## src/sv/gcc_pkg.sv

```systemverilog
// gcc_pkg: shared constants and helpers for the windowed GC-content counter.
// Used by the channel interfaces and by windowed_gc_content_counter.
// No dependencies.
`default_nettype none

package gcc_pkg;

    // Widths of the tallies, the chunk number and the Q8 percentage
    localparam int COUNT_BITS  = 24;
    localparam int INDEX_BITS  = 32;
    localparam int BYTE_BITS   = 8;
    localparam int PCT_BITS    = 15;
    localparam int FRAC_BITS   = 8;
    localparam int SCALE_BITS  = 7;
    localparam int PCT_SCALE   = 100;
    localparam int CHUNK_RESET = 1000;

    // Restoring divider: one quotient bit per step
    localparam int DIV_STEPS = PCT_BITS;
    localparam int STEP_BITS = $clog2(DIV_STEPS);

    // Counted characters
    localparam logic [BYTE_BITS-1:0] ASCII_A = 8'h41;
    localparam logic [BYTE_BITS-1:0] ASCII_T = 8'h54;
    localparam logic [BYTE_BITS-1:0] ASCII_C = 8'h43;
    localparam logic [BYTE_BITS-1:0] ASCII_G = 8'h47;

    // Saturating increment of a tally
    function automatic logic [COUNT_BITS-1:0] sat_inc(input logic [COUNT_BITS-1:0] v);
        return (&v) ? v : v + 1'b1;
    endfunction

endpackage

`default_nettype wire

```

## src/sv/gcc_if.sv

```systemverilog
// Valid/ready channel interfaces of the windowed GC-content counter:
// sequence byte input, chunk report output and chunk size write port.
// Depends on gcc_pkg.
`default_nettype none

interface gcc_in_if import gcc_pkg::*; ();
    logic                 valid;
    logic                 ready;
    logic [BYTE_BITS-1:0] base_byte;
    logic                 end_of_input;

    modport source(output valid, output base_byte, output end_of_input, input ready);
    modport sink(input valid, input base_byte, input end_of_input, output ready);
endinterface

interface gcc_out_if import gcc_pkg::*; ();
    logic                  valid;
    logic                  ready;
    logic [INDEX_BITS-1:0] chunk_number;
    logic [COUNT_BITS-1:0] adenine_count;
    logic [COUNT_BITS-1:0] thymine_count;
    logic [COUNT_BITS-1:0] cytosine_count;
    logic [COUNT_BITS-1:0] guanine_count;
    logic [COUNT_BITS-1:0] bases_in_chunk;
    logic [PCT_BITS-1:0]   gc_percent_q8;
    logic                  empty_chunk;
    logic                  final_chunk;

    modport source(output valid, output chunk_number, output adenine_count,
                   output thymine_count, output cytosine_count, output guanine_count,
                   output bases_in_chunk, output gc_percent_q8, output empty_chunk,
                   output final_chunk, input ready);
    modport sink(input valid, input chunk_number, input adenine_count,
                 input thymine_count, input cytosine_count, input guanine_count,
                 input bases_in_chunk, input gc_percent_q8, input empty_chunk,
                 input final_chunk, output ready);
endinterface

interface gcc_cfg_if import gcc_pkg::*; ();
    logic                  valid;
    logic                  ready;
    logic [COUNT_BITS-1:0] bases_per_chunk;

    modport source(output valid, output bases_per_chunk, input ready);
    modport sink(input valid, input bases_per_chunk, output ready);
endinterface

`default_nettype wire

```

## src/sv/windowed_gc_content_counter.sv

```systemverilog
// Windowed GC-content counter: counts A/T/C/G per chunk and reports each chunk.
// A byte that does not close a chunk is counted without a report. A report takes a
// multiply state, 15 steps of the shared restoring divider and an output load; input
// is ready again once it is loaded, or once both are loaded when one byte causes both.
// The output register lets a report wait while the next byte is counted.
// Reset (i_rst_n low, synchronous): tallies 0, chunk number 1, chunk size 1000.
`default_nettype none

module windowed_gc_content_counter import gcc_pkg::*; (
    input  logic      i_clk,
    input  logic      i_rst_n,
    gcc_cfg_if.sink   i_cfg,
    gcc_in_if.sink    i_in,
    gcc_out_if.source o_out
);

    localparam logic [1:0] S_IDLE = 2'd0;
    localparam logic [1:0] S_MUL  = 2'd1;
    localparam logic [1:0] S_DIV  = 2'd2;
    localparam logic [1:0] S_DONE = 2'd3;

    localparam int GC_BITS   = COUNT_BITS + 1;
    localparam int PROD_BITS = GC_BITS + SCALE_BITS;
    localparam int DVD_BITS  = PROD_BITS + FRAC_BITS;

    // Sequencer and tallies
    logic [1:0]            r_state, n_state;
    logic [COUNT_BITS-1:0] r_bases_per_chunk;
    logic [COUNT_BITS-1:0] r_a, r_t, r_c, r_g, r_total;
    logic [COUNT_BITS-1:0] n_a, n_t, n_c, n_g, n_total;
    logic [INDEX_BITS-1:0] r_index, n_index;
    logic                  r_pend_last, n_pend_last;

    // Snapshot of the chunk under report
    logic [COUNT_BITS-1:0] r_rep_a, r_rep_t, r_rep_c, r_rep_g, r_rep_total;
    logic [INDEX_BITS-1:0] r_rep_index;
    logic                  r_rep_final;

    // Divider
    logic [COUNT_BITS-1:0] r_rem;
    logic [PCT_BITS-1:0]   r_acc;
    logic [STEP_BITS-1:0]  r_cnt;

    // Output register
    logic                  r_out_valid;
    logic [INDEX_BITS-1:0] r_o_index;
    logic [COUNT_BITS-1:0] r_o_a, r_o_t, r_o_c, r_o_g, r_o_total;
    logic [PCT_BITS-1:0]   r_o_pct;
    logic                  r_o_empty;
    logic                  r_o_final;

    logic                  w_in_acc;
    logic                  w_full;
    logic                  w_out_free;
    logic                  w_snap;
    logic                  w_snap_new;
    logic                  w_snap_final;
    logic [COUNT_BITS-1:0] w_base_a, w_base_t, w_base_c, w_base_g, w_base_total;
    logic [COUNT_BITS-1:0] w_cnt_a, w_cnt_t, w_cnt_c, w_cnt_g, w_cnt_total;
    logic [GC_BITS-1:0]    w_gc;
    logic [PROD_BITS-1:0]  w_prod;
    logic [DVD_BITS-1:0]   w_dvd;
    logic [GC_BITS-1:0]    w_trial;
    logic [GC_BITS-1:0]    w_diff;
    logic                  w_ge;

    assign i_cfg.ready = 1'b1;
    assign i_in.ready  = (r_state == S_IDLE);
    assign w_in_acc    = i_in.valid && i_in.ready;
    assign w_full      = (r_total >= r_bases_per_chunk);
    assign w_out_free  = !r_out_valid || o_out.ready;

    // Count the byte into the tallies, starting from zero when the chunk closes
    always_comb begin
        w_base_a     = w_full ? '0 : r_a;
        w_base_t     = w_full ? '0 : r_t;
        w_base_c     = w_full ? '0 : r_c;
        w_base_g     = w_full ? '0 : r_g;
        w_base_total = w_full ? '0 : r_total;
        w_cnt_a      = w_base_a;
        w_cnt_t      = w_base_t;
        w_cnt_c      = w_base_c;
        w_cnt_g      = w_base_g;
        w_cnt_total  = w_base_total;
        case (i_in.base_byte)
            ASCII_A: begin
                w_cnt_a     = sat_inc(w_base_a);
                w_cnt_total = sat_inc(w_base_total);
            end
            ASCII_T: begin
                w_cnt_t     = sat_inc(w_base_t);
                w_cnt_total = sat_inc(w_base_total);
            end
            ASCII_C: begin
                w_cnt_c     = sat_inc(w_base_c);
                w_cnt_total = sat_inc(w_base_total);
            end
            ASCII_G: begin
                w_cnt_g     = sat_inc(w_base_g);
                w_cnt_total = sat_inc(w_base_total);
            end
            default: ;
        endcase
    end

    // Sequencer: count, snapshot a chunk, divide, load the result
    always_comb begin
        n_state      = r_state;
        n_a          = r_a;
        n_t          = r_t;
        n_c          = r_c;
        n_g          = r_g;
        n_total      = r_total;
        n_index      = r_index;
        n_pend_last  = r_pend_last;
        w_snap       = 1'b0;
        w_snap_new   = 1'b0;
        w_snap_final = 1'b0;
        case (r_state)
            S_IDLE: begin
                if (w_in_acc) begin
                    n_a     = w_cnt_a;
                    n_t     = w_cnt_t;
                    n_c     = w_cnt_c;
                    n_g     = w_cnt_g;
                    n_total = w_cnt_total;
                    if (w_full) begin
                        // Report the full chunk first; a final report follows if this byte ends the input
                        w_snap      = 1'b1;
                        n_index     = (&r_index) ? r_index : r_index + 1'b1;
                        n_pend_last = i_in.end_of_input;
                        n_state     = S_MUL;
                    end else if (i_in.end_of_input) begin
                        w_snap       = 1'b1;
                        w_snap_new   = 1'b1;
                        w_snap_final = 1'b1;
                        n_a          = '0;
                        n_t          = '0;
                        n_c          = '0;
                        n_g          = '0;
                        n_total      = '0;
                        n_index      = INDEX_BITS'(1);
                        n_state      = S_MUL;
                    end
                end
            end
            S_MUL: begin
                n_state = S_DIV;
            end
            S_DIV: begin
                if (r_cnt == STEP_BITS'(DIV_STEPS - 1)) begin
                    n_state = S_DONE;
                end
            end
            S_DONE: begin
                if (w_out_free) begin
                    if (r_pend_last) begin
                        w_snap       = 1'b1;
                        w_snap_final = 1'b1;
                        n_a          = '0;
                        n_t          = '0;
                        n_c          = '0;
                        n_g          = '0;
                        n_total      = '0;
                        n_index      = INDEX_BITS'(1);
                        n_pend_last  = 1'b0;
                        n_state      = S_MUL;
                    end else begin
                        n_state = S_IDLE;
                    end
                end
            end
            default: begin
                n_state = S_IDLE;
            end
        endcase
    end

    // Control registers
    always_ff @(posedge i_clk) begin
        if (!i_rst_n) begin
            r_state           <= S_IDLE;
            r_bases_per_chunk <= COUNT_BITS'(CHUNK_RESET);
            r_a               <= '0;
            r_t               <= '0;
            r_c               <= '0;
            r_g               <= '0;
            r_total           <= '0;
            r_index           <= INDEX_BITS'(1);
            r_pend_last       <= 1'b0;
        end else begin
            r_state     <= n_state;
            r_a         <= n_a;
            r_t         <= n_t;
            r_c         <= n_c;
            r_g         <= n_g;
            r_total     <= n_total;
            r_index     <= n_index;
            r_pend_last <= n_pend_last;
            if (i_cfg.valid) begin
                r_bases_per_chunk <= i_cfg.bases_per_chunk;
            end
        end
    end

    // Hold the chunk under report
    always_ff @(posedge i_clk) begin
        if (w_snap) begin
            r_rep_a     <= w_snap_new ? w_cnt_a : r_a;
            r_rep_t     <= w_snap_new ? w_cnt_t : r_t;
            r_rep_c     <= w_snap_new ? w_cnt_c : r_c;
            r_rep_g     <= w_snap_new ? w_cnt_g : r_g;
            r_rep_total <= w_snap_new ? w_cnt_total : r_total;
            r_rep_index <= r_index;
            r_rep_final <= w_snap_final;
        end
    end

    // Dividend (C+G) * 100 * 256; quotient fits 15 bits since C+G <= total
    assign w_gc   = {1'b0, r_rep_c} + {1'b0, r_rep_g};
    assign w_prod = PROD_BITS'(w_gc) * PROD_BITS'(PCT_SCALE);
    assign w_dvd  = {w_prod, {FRAC_BITS{1'b0}}};

    // One restoring step: shift in a dividend bit, subtract when it fits
    assign w_trial = {r_rem, r_acc[PCT_BITS-1]};
    assign w_ge    = (w_trial >= {1'b0, r_rep_total});
    assign w_diff  = w_trial - {1'b0, r_rep_total};

    always_ff @(posedge i_clk) begin
        case (r_state)
            S_MUL: begin
                r_rem <= w_dvd[COUNT_BITS+PCT_BITS-1:PCT_BITS];
                r_acc <= w_dvd[PCT_BITS-1:0];
                r_cnt <= '0;
            end
            S_DIV: begin
                r_rem <= w_ge ? w_diff[COUNT_BITS-1:0] : w_trial[COUNT_BITS-1:0];
                r_acc <= {r_acc[PCT_BITS-2:0], w_ge};
                r_cnt <= r_cnt + 1'b1;
            end
            default: ;
        endcase
    end

    // Output register: load a finished report, drop valid when taken
    always_ff @(posedge i_clk) begin
        if (!i_rst_n) begin
            r_out_valid <= 1'b0;
        end else if (r_state == S_DONE && w_out_free) begin
            r_out_valid <= 1'b1;
        end else if (o_out.ready) begin
            r_out_valid <= 1'b0;
        end
    end

    always_ff @(posedge i_clk) begin
        if (r_state == S_DONE && w_out_free) begin
            r_o_index <= r_rep_index;
            r_o_a     <= r_rep_a;
            r_o_t     <= r_rep_t;
            r_o_c     <= r_rep_c;
            r_o_g     <= r_rep_g;
            r_o_total <= r_rep_total;
            r_o_empty <= (r_rep_total == '0);
            r_o_pct   <= (r_rep_total == '0) ? '0 : r_acc;
            r_o_final <= r_rep_final;
        end
    end

    assign o_out.valid          = r_out_valid;
    assign o_out.chunk_number   = r_o_index;
    assign o_out.adenine_count  = r_o_a;
    assign o_out.thymine_count  = r_o_t;
    assign o_out.cytosine_count = r_o_c;
    assign o_out.guanine_count  = r_o_g;
    assign o_out.bases_in_chunk = r_o_total;
    assign o_out.gc_percent_q8  = r_o_pct;
    assign o_out.empty_chunk    = r_o_empty;
    assign o_out.final_chunk    = r_o_final;

    // A byte that finds the chunk full starts a report
    a_full_starts_report: assert property (@(posedge i_clk) disable iff (!i_rst_n)
        w_in_acc && w_full |=> r_state == S_MUL)
        else $error("full chunk did not start a report");

    // The divider never runs past its last step
    a_div_steps: assert property (@(posedge i_clk) disable iff (!i_rst_n)
        r_state == S_DIV |-> r_cnt <= STEP_BITS'(DIV_STEPS - 1))
        else $error("divider step count overran");

    // A reported total is the sum of its four tallies
    a_total_sum: assert property (@(posedge i_clk) disable iff (!i_rst_n)
        r_out_valid |-> ((COUNT_BITS+2)'(r_o_a) + (COUNT_BITS+2)'(r_o_t)
                         + (COUNT_BITS+2)'(r_o_c) + (COUNT_BITS+2)'(r_o_g))
                        == (COUNT_BITS+2)'(r_o_total))
        else $error("reported total differs from tally sum");

    // The percentage never exceeds 100 percent
    a_pct_range: assert property (@(posedge i_clk) disable iff (!i_rst_n)
        r_out_valid |-> r_o_pct <= PCT_BITS'(PCT_SCALE << FRAC_BITS))
        else $error("percentage out of range");

    // After the last report of an item the block takes input again
    a_back_to_idle: assert property (@(posedge i_clk) disable iff (!i_rst_n)
        r_state == S_DONE && w_out_free && !r_pend_last |=> i_in.ready)
        else $error("block did not return to ready");

endmodule

`default_nettype wire

```

## src/flat_wrapper.sv

```systemverilog
// flat-port wrapper written by rule: the top's interface ports become plain ports
module windowed_gc_content_counter_flat import gcc_pkg::*;
  (i_clk, i_rst_n, i_cfg_valid, i_cfg_bases_per_chunk, i_cfg_ready, i_in_valid, i_in_base_byte, i_in_end_of_input, i_in_ready, o_out_valid, o_out_chunk_number, o_out_adenine_count, o_out_thymine_count, o_out_cytosine_count, o_out_guanine_count, o_out_bases_in_chunk, o_out_gc_percent_q8, o_out_empty_chunk, o_out_final_chunk, o_out_ready);
  gcc_cfg_if i_cfg_i ();
  gcc_in_if i_in_i ();
  gcc_out_if o_out_i ();
  input  logic i_clk;
  input  logic i_rst_n;
  input wire logic [$bits(i_cfg_i.valid)-1:0] i_cfg_valid;
  input wire logic [$bits(i_cfg_i.bases_per_chunk)-1:0] i_cfg_bases_per_chunk;
  output wire logic [$bits(i_cfg_i.ready)-1:0] i_cfg_ready;
  input wire logic [$bits(i_in_i.valid)-1:0] i_in_valid;
  input wire logic [$bits(i_in_i.base_byte)-1:0] i_in_base_byte;
  input wire logic [$bits(i_in_i.end_of_input)-1:0] i_in_end_of_input;
  output wire logic [$bits(i_in_i.ready)-1:0] i_in_ready;
  output wire logic [$bits(o_out_i.valid)-1:0] o_out_valid;
  output wire logic [$bits(o_out_i.chunk_number)-1:0] o_out_chunk_number;
  output wire logic [$bits(o_out_i.adenine_count)-1:0] o_out_adenine_count;
  output wire logic [$bits(o_out_i.thymine_count)-1:0] o_out_thymine_count;
  output wire logic [$bits(o_out_i.cytosine_count)-1:0] o_out_cytosine_count;
  output wire logic [$bits(o_out_i.guanine_count)-1:0] o_out_guanine_count;
  output wire logic [$bits(o_out_i.bases_in_chunk)-1:0] o_out_bases_in_chunk;
  output wire logic [$bits(o_out_i.gc_percent_q8)-1:0] o_out_gc_percent_q8;
  output wire logic [$bits(o_out_i.empty_chunk)-1:0] o_out_empty_chunk;
  output wire logic [$bits(o_out_i.final_chunk)-1:0] o_out_final_chunk;
  input wire logic [$bits(o_out_i.ready)-1:0] o_out_ready;
  assign i_cfg_i.valid = i_cfg_valid;
  assign i_cfg_i.bases_per_chunk = i_cfg_bases_per_chunk;
  assign i_cfg_ready = i_cfg_i.ready;
  assign i_in_i.valid = i_in_valid;
  assign i_in_i.base_byte = i_in_base_byte;
  assign i_in_i.end_of_input = i_in_end_of_input;
  assign i_in_ready = i_in_i.ready;
  assign o_out_valid = o_out_i.valid;
  assign o_out_chunk_number = o_out_i.chunk_number;
  assign o_out_adenine_count = o_out_i.adenine_count;
  assign o_out_thymine_count = o_out_i.thymine_count;
  assign o_out_cytosine_count = o_out_i.cytosine_count;
  assign o_out_guanine_count = o_out_i.guanine_count;
  assign o_out_bases_in_chunk = o_out_i.bases_in_chunk;
  assign o_out_gc_percent_q8 = o_out_i.gc_percent_q8;
  assign o_out_empty_chunk = o_out_i.empty_chunk;
  assign o_out_final_chunk = o_out_i.final_chunk;
  assign o_out_i.ready = o_out_ready;
  windowed_gc_content_counter u_core (.i_clk(i_clk), .i_rst_n(i_rst_n), .i_cfg(i_cfg_i), .i_in(i_in_i), .o_out(o_out_i));
endmodule
```

## config.mk

```make
export PLATFORM = sky130hd
export DESIGN_NAME = windowed_gc_content_counter_flat
export DESIGN_NICKNAME = d
export VERILOG_FILES = /design/src/sv/gcc_pkg.sv /design/src/sv/gcc_if.sv /design/src/sv/windowed_gc_content_counter.sv /design/src/flat_wrapper.sv
export SDC_FILE = /design/constraint.sdc
export NUM_CORES = 1
export LEC_CHECK = 0
export BUFFER_PORTS_ARGS = -buffer_cell sky130_fd_sc_hd__clkbuf_2
export CAP_MARGIN = 20
export CORE_MARGIN = 2
export CORE_UTILIZATION = 27
export CTS_BUF_LIST = sky130_fd_sc_hd__clkbuf_4 sky130_fd_sc_hd__clkbuf_8 sky130_fd_sc_hd__clkbuf_16
export CTS_CLUSTER_SIZE = 30
export DETAILED_ROUTE_END_ITERATION = 6
export PLACE_DENSITY = 0.39
export SKIP_CTS_REPAIR_TIMING = 1
export SYNTH_ARGS = -nofsm -noshare
export SYNTH_HDL_FRONTEND = slang
export SYNTH_SLANG_ARGS = --single-unit
export TNS_END_PERCENT = 50
```

## constraint.sdc

```tcl
create_clock -name i_clk -period 18.63 [get_ports i_clk]
set_input_delay 2.7945 -clock i_clk [delete_from_list [all_inputs] [get_ports i_clk]]
set_output_delay 2.7945 -clock i_clk [all_outputs]
set_load 0.1 [all_outputs]
```

-- After elaboration in Yosys (flattened, before gate mapping)
Index checks and enable logic that the tools add are counted.
- register bits: 545
- output and inout port bits: 172
- mux-type cells: 76
- $add $sub $neg: 9
- magnitude comparators: 2
- reductions and logical operators: 20
- eq/ne operators: 15
- $mul: 1
- operators with widths (operator ; number):
    2-to-1 mux 24 bit ; 38
    case mux 24 bit (2 select lines) ; 6
    2-to-1 mux 32 bit ; 6
    adder 24 x 1 -> 24 bit (second input constant) ; 5
    AND reduction 24 bit ; 5
    case mux 32 bit (2 select lines) ; 1
    adder 32 x 1 -> 32 bit (second input constant) ; 1
    == test 8 x 7 -> 1 bit (second input constant) ; 4
    AND reduction 32 bit ; 1
    case mux 15 bit (2 select lines) ; 1
    multiplier 25 x 5 -> 29 bit (second input constant) ; 1
    adder 24 x 24 -> 25 bit ; 1
    greater-or-equal comparator 25 x 24 -> 1 bit ; 1
    greater-or-equal comparator 24 bit ; 1
    zero test 24 bit ; 1
    subtractor 24 bit ; 1
    2-to-1 mux 1 bit ; 14
    AND reduction 4 bit ; 3
    2-to-1 mux 2 bit ; 5
    case mux 2 bit (4 select lines) ; 1
    case mux 4 bit (2 select lines) ; 1
    inequality test 2 x 1 -> 1 bit (second input constant) ; 3
    inequality test 3 bit (second input constant) ; 2
    case mux 1 bit (2 select lines) ; 3
    12 further kinds ; 17

-- Logic depth before layout (Yosys ltp)
- word-level depth: 9
- depth in mapped cells: 25

-- Worst setup path before layout
OpenSTA, ideal clock, no wires.
- kind: input-to-reg
- start: input port o_out_ready
- end: register u_core.r_rep_a[0], enable pin
- path buffers: 0
- path slack: 3355 ps
- library setup time: 716 ps
- cell stages on the path: 4
- arrival: 14559 ps
- required time: 17914 ps
- cell sequence: nand2b_1 -> and2_1 -> nand2_1 -> a21oi_1
- cells in the longest elaborated chain, start to end: 3
- ends and longest elaborated chain (what ; line ; source):
    from (decl) ; flat_wrapper.sv:26 ; input wire logic [$bits(o_out_i.ready)-1:0] o_out_ready;
    logical OR 1 bit ; windowed_gc_content_counter.sv:71 ; assign w_out_free = !r_out_valid || o_out.ready;
    2-to-1 mux 1 bit ; windowed_gc_content_counter.sv:156 ; if (w_out_free) begin
    case mux 1 bit (2 select lines) ; windowed_gc_content_counter.sv:119 ; case (r_state)
    net u_core.w_snap ; windowed_gc_content_counter.sv:55 ; logic w_snap;
    to (signal assigned) ; windowed_gc_content_counter.sv:209 ; r_rep_a <= w_snap_new ? w_cnt_a : r_a;
    to (decl) ; windowed_gc_content_counter.sv:35 ; logic [COUNT_BITS-1:0] r_rep_a, r_rep_t, r_rep_c, r_rep_g, r_rep_total;
The timed path passes the listed nets, and every way through them passes these cells.
A chain may end at the register's enable or synchronous reset.

-- Worst setup path in the final report
- start: register u_core.r_rep_g[0]
- end: register u_core.r_rem[23], data pin
- cells in the longest elaborated chain, start to end: 3
- ends and longest elaborated chain (what ; line ; source):
    from (decl) ; windowed_gc_content_counter.sv:35 ;
    from (signal assigned) ; windowed_gc_content_counter.sv:212 ; r_rep_g <= w_snap_new ? w_cnt_g : r_g;
    adder 24 x 24 -> 25 bit ; windowed_gc_content_counter.sv:220 ; assign w_gc = {1'b0, r_rep_c} + {1'b0, r_rep_g};
    multiplier 25 x 5 -> 29 bit ; windowed_gc_content_counter.sv:221 ; assign w_prod = PROD_BITS'(w_gc) * PROD_BITS'(PCT_SCALE);
    case mux 24 bit (2 select lines) ; windowed_gc_content_counter.sv:230 ; case (r_state)
    to (signal assigned) ; windowed_gc_content_counter.sv:232 ; r_rem <= w_dvd[COUNT_BITS+PCT_BITS-1:PCT_BITS];
    to (signal assigned) ; windowed_gc_content_counter.sv:237 ; r_rem <= w_ge ? w_diff[COUNT_BITS-1:0] : w_trial[COUNT_BITS-1:0];
    to (decl) ; windowed_gc_content_counter.sv:40 ; logic [COUNT_BITS-1:0] r_rem;
Every way passes these cells.

==> results.md <==
- Slew headroom: 0.2615
- Avg Cell Area, Syn: 10.39 um2
- Depth of the CTS H-tree: 3
- Clock share of power: 0.205
- Met3 Use GR: 0.03684
- Switch Pwr: 3.067 mW
- Placed Cells: 4221
- Complex-gate fraction of the synthesized area: 0.1328
- Worst min path class: reg2reg
- Mapped Area: 28340 um2
- Post-synthesis adder-cell area fraction: 0.08617
- Crit-path leading delay family: compound AO/OA/AOI/OAI gates
- Leakage power: 12.68 nW
- Crit path largest cell delay: 620 ps
- RSZ-0062 raised after global routing: false
- Crit. path cell count: 25
- Ys Warns: 0
- Flop pwr share: 0.247
- Die area: 107600 um2
- DP Wirelength: 61710 um
- First-pass GRT wire length: 129600 um
- Clk_skew: 24.63 ps
- Clk sink count: 545
- Share of layout cells above drive strength 1: 0.1375
- Routed WL: 85500 um
- Status: completed
- Multi-input gate area: 12630 um2
- WL/cell: 19.67 um
- Starting Density: 0.2731
- Leading cell types in the layout, fill and taps excluded: 365 x edfxtp_1, 213 x nand2_1, 208 x clkbuf_2, 207 x nor2_1, 199 x inv_1
- Clock transition at the registers of the reported paths: 60 ps
- Grt total ovfl: 0
- Layout area overhead: 17.63%
- Detailed Routing Iterations Pass 1: 5
- Cts bufs inserted: 68
- Tcrit/Tclk final: 0.3531
- Data arrival time of the critical path: 6940 ps
- I/O Buffers: 208
- CTS tree: built
- ANT nets after route: 0
- Nets@finish: 3131
- GRT Total Usage: 0.1569
- Post-synth top flop: edfxtp_1
- Internal: 3.884 mW
- Post-Place Worst Slack: 12100 ps
- Worst slew pin tran: 1104 ps
- Placed Area: 30920 um2
- Initial antenna violation count: 18
- Comb pwr share: 0.548
- Final Hold Fails: 0
- Synthesis-stage register bit count: 545
- Commonest non-fill, non-tap cell in the layout: edfxtp_1
- Fin area: 33340 um2
- Clk Latency, worst-skew pair: 620 ps
- Net Sw Frac: 0.4412
- Largest family of logic cells by synthesized area: simple AND/OR/NAND/NOR gates
- Slew Limit Fails: 0
- Hold depth: 0
- GRT Max-Usage Layer: met2
- Fin Hold WS: 417.7 ps
- Power, Total: 6.950 mW
- Pin count of the biggest net entering global routing: 84
- DRC: 0
- Mux cell area share after synthesis: 0.01505
- GRT met1 Usage: 0.2020
- Pwr Density: 208.5 nW/um2
- Xor-xnor portion of the synthesized cell area: 0.06304
- Crit. End Element: flop
- Finish-stage setup viols: 0
- Vias per cell: 4.894
- Cell Rows: 118
- Post-Synth Simple-Gate Area: 0.1453
- Fin crit period: 6579 ps
- Final GP Congestion: 0.8379
- Fin Setup TNS: 0 ps
- R2R cell count: 25
- Crit-path slowest cell: a2111oi_0
- Maximum vdd drop: 216.3 uV
- Fin cells: 4348
- Die H: 328 um
- Filler instances: 10600
- Final Util: 0.3212
- Critical path class: reg2reg
- Cell variety after synth: 81
- Vias in the first global route: 21260
- Number of synthesized flops with an enable pin: 365
- Met2 GRT Util: 0.2578
- I/O pin cnt: 210
- CP Launch Type: flop
- Final WS setup: 12050 ps
- Initial DRC Count: 1336
- Synth Net Count: 2948
- FMAX: 0.1520 GHz
- Worst Path Buf+Inv: 2
- Core Area: 103800 um2
- Synth async-reset ratio: 0
- Via count: 21280
- Register area share after synthesis: 0.5138
- MaxCap Viol Count: 0
- Synthesized instance count: 2728
- Die Wd: 328 um
- Crit path top cell by count: a21oi_1
- Clock root buffer: clkbuf_16
- Crit path required time: 18990 ps
- Clk buf depth: 3
- Register area: 14560 um2
- Worst Path Max Fanout: 6
-- routing by layer --
metal	wire (um)	up-vias
li1	-	10270
met1	37970	10350
met2	39880	488
met3	5134	136
met4	2371	26
met5	152	-
-- worst paths after layout --
path | start | to | slack, ps
setup / recovery | u_core.r_rep_g[0] | u_core.r_rem[23] | 12050
hold / removal | u_core.r_rep_t[21] | u_core.o_out.thymine_count[21] | 420
setup reg to reg | u_core.r_rep_g[0] | u_core.r_rem[23] | 12050
hold reg to reg | u_core.r_rep_t[21] | u_core.o_out.thymine_count[21] | 420
-- synth_stat cells, drive strengths merged (64+ instances only) --
cell      n  area, um2
edfxtp  365      10960
nand2   214      803.3
nor2    209      784.5
inv     200      750.7
dfxtp   180       3603
o21ai   179      903.4
ha      160       2002
a21oi   158      790.8
xnor2   140       1226
clkbuf   97      365.4
nand3    81      405.4
nand4    72      450.4
xor2     64      560.5
-- power by group through the flow --
stage / clock [mW] / sequential (mW) / combinational (mW)
after floorplan: 0 / 1.86 / 2.61
after global placement: 0 / 1.75 / 3.81
after detailed placement: 0 / 1.75 / 3.83
after CTS: 1.48 / 1.72 / 3.86
after global routing: 1.52 / 1.73 / 4.26
final: 1.42 / 1.72 / 3.81
-- kinds of logic (layout without fill, tap and decap cells) --
group / count (synthesis) / after routing
flip-flops: 545 / 545
AO/OA/AOI/OAI: 599 / 599
XOR/XNOR: 204 / 204
buffers and inverters: 324 / 563
other: 1 / 2
multiplexers: 41 / 41
AND/OR/NAND/NOR: 832 / 832
adder cells (fa/ha/maj): 182 / 182
-- final cells by class --
type	instances	area share
clock buffers	84	0.05641
clock inverters	42	0.01595
flip-flops and latches	545	0.4368
multi-input cells	1859	0.3788
inverters	201	0.02263
repair buffers	236	0.03753
diodes	1	0.00007506
well taps	1380	0.05179
(Power assumes the default switching activity.)
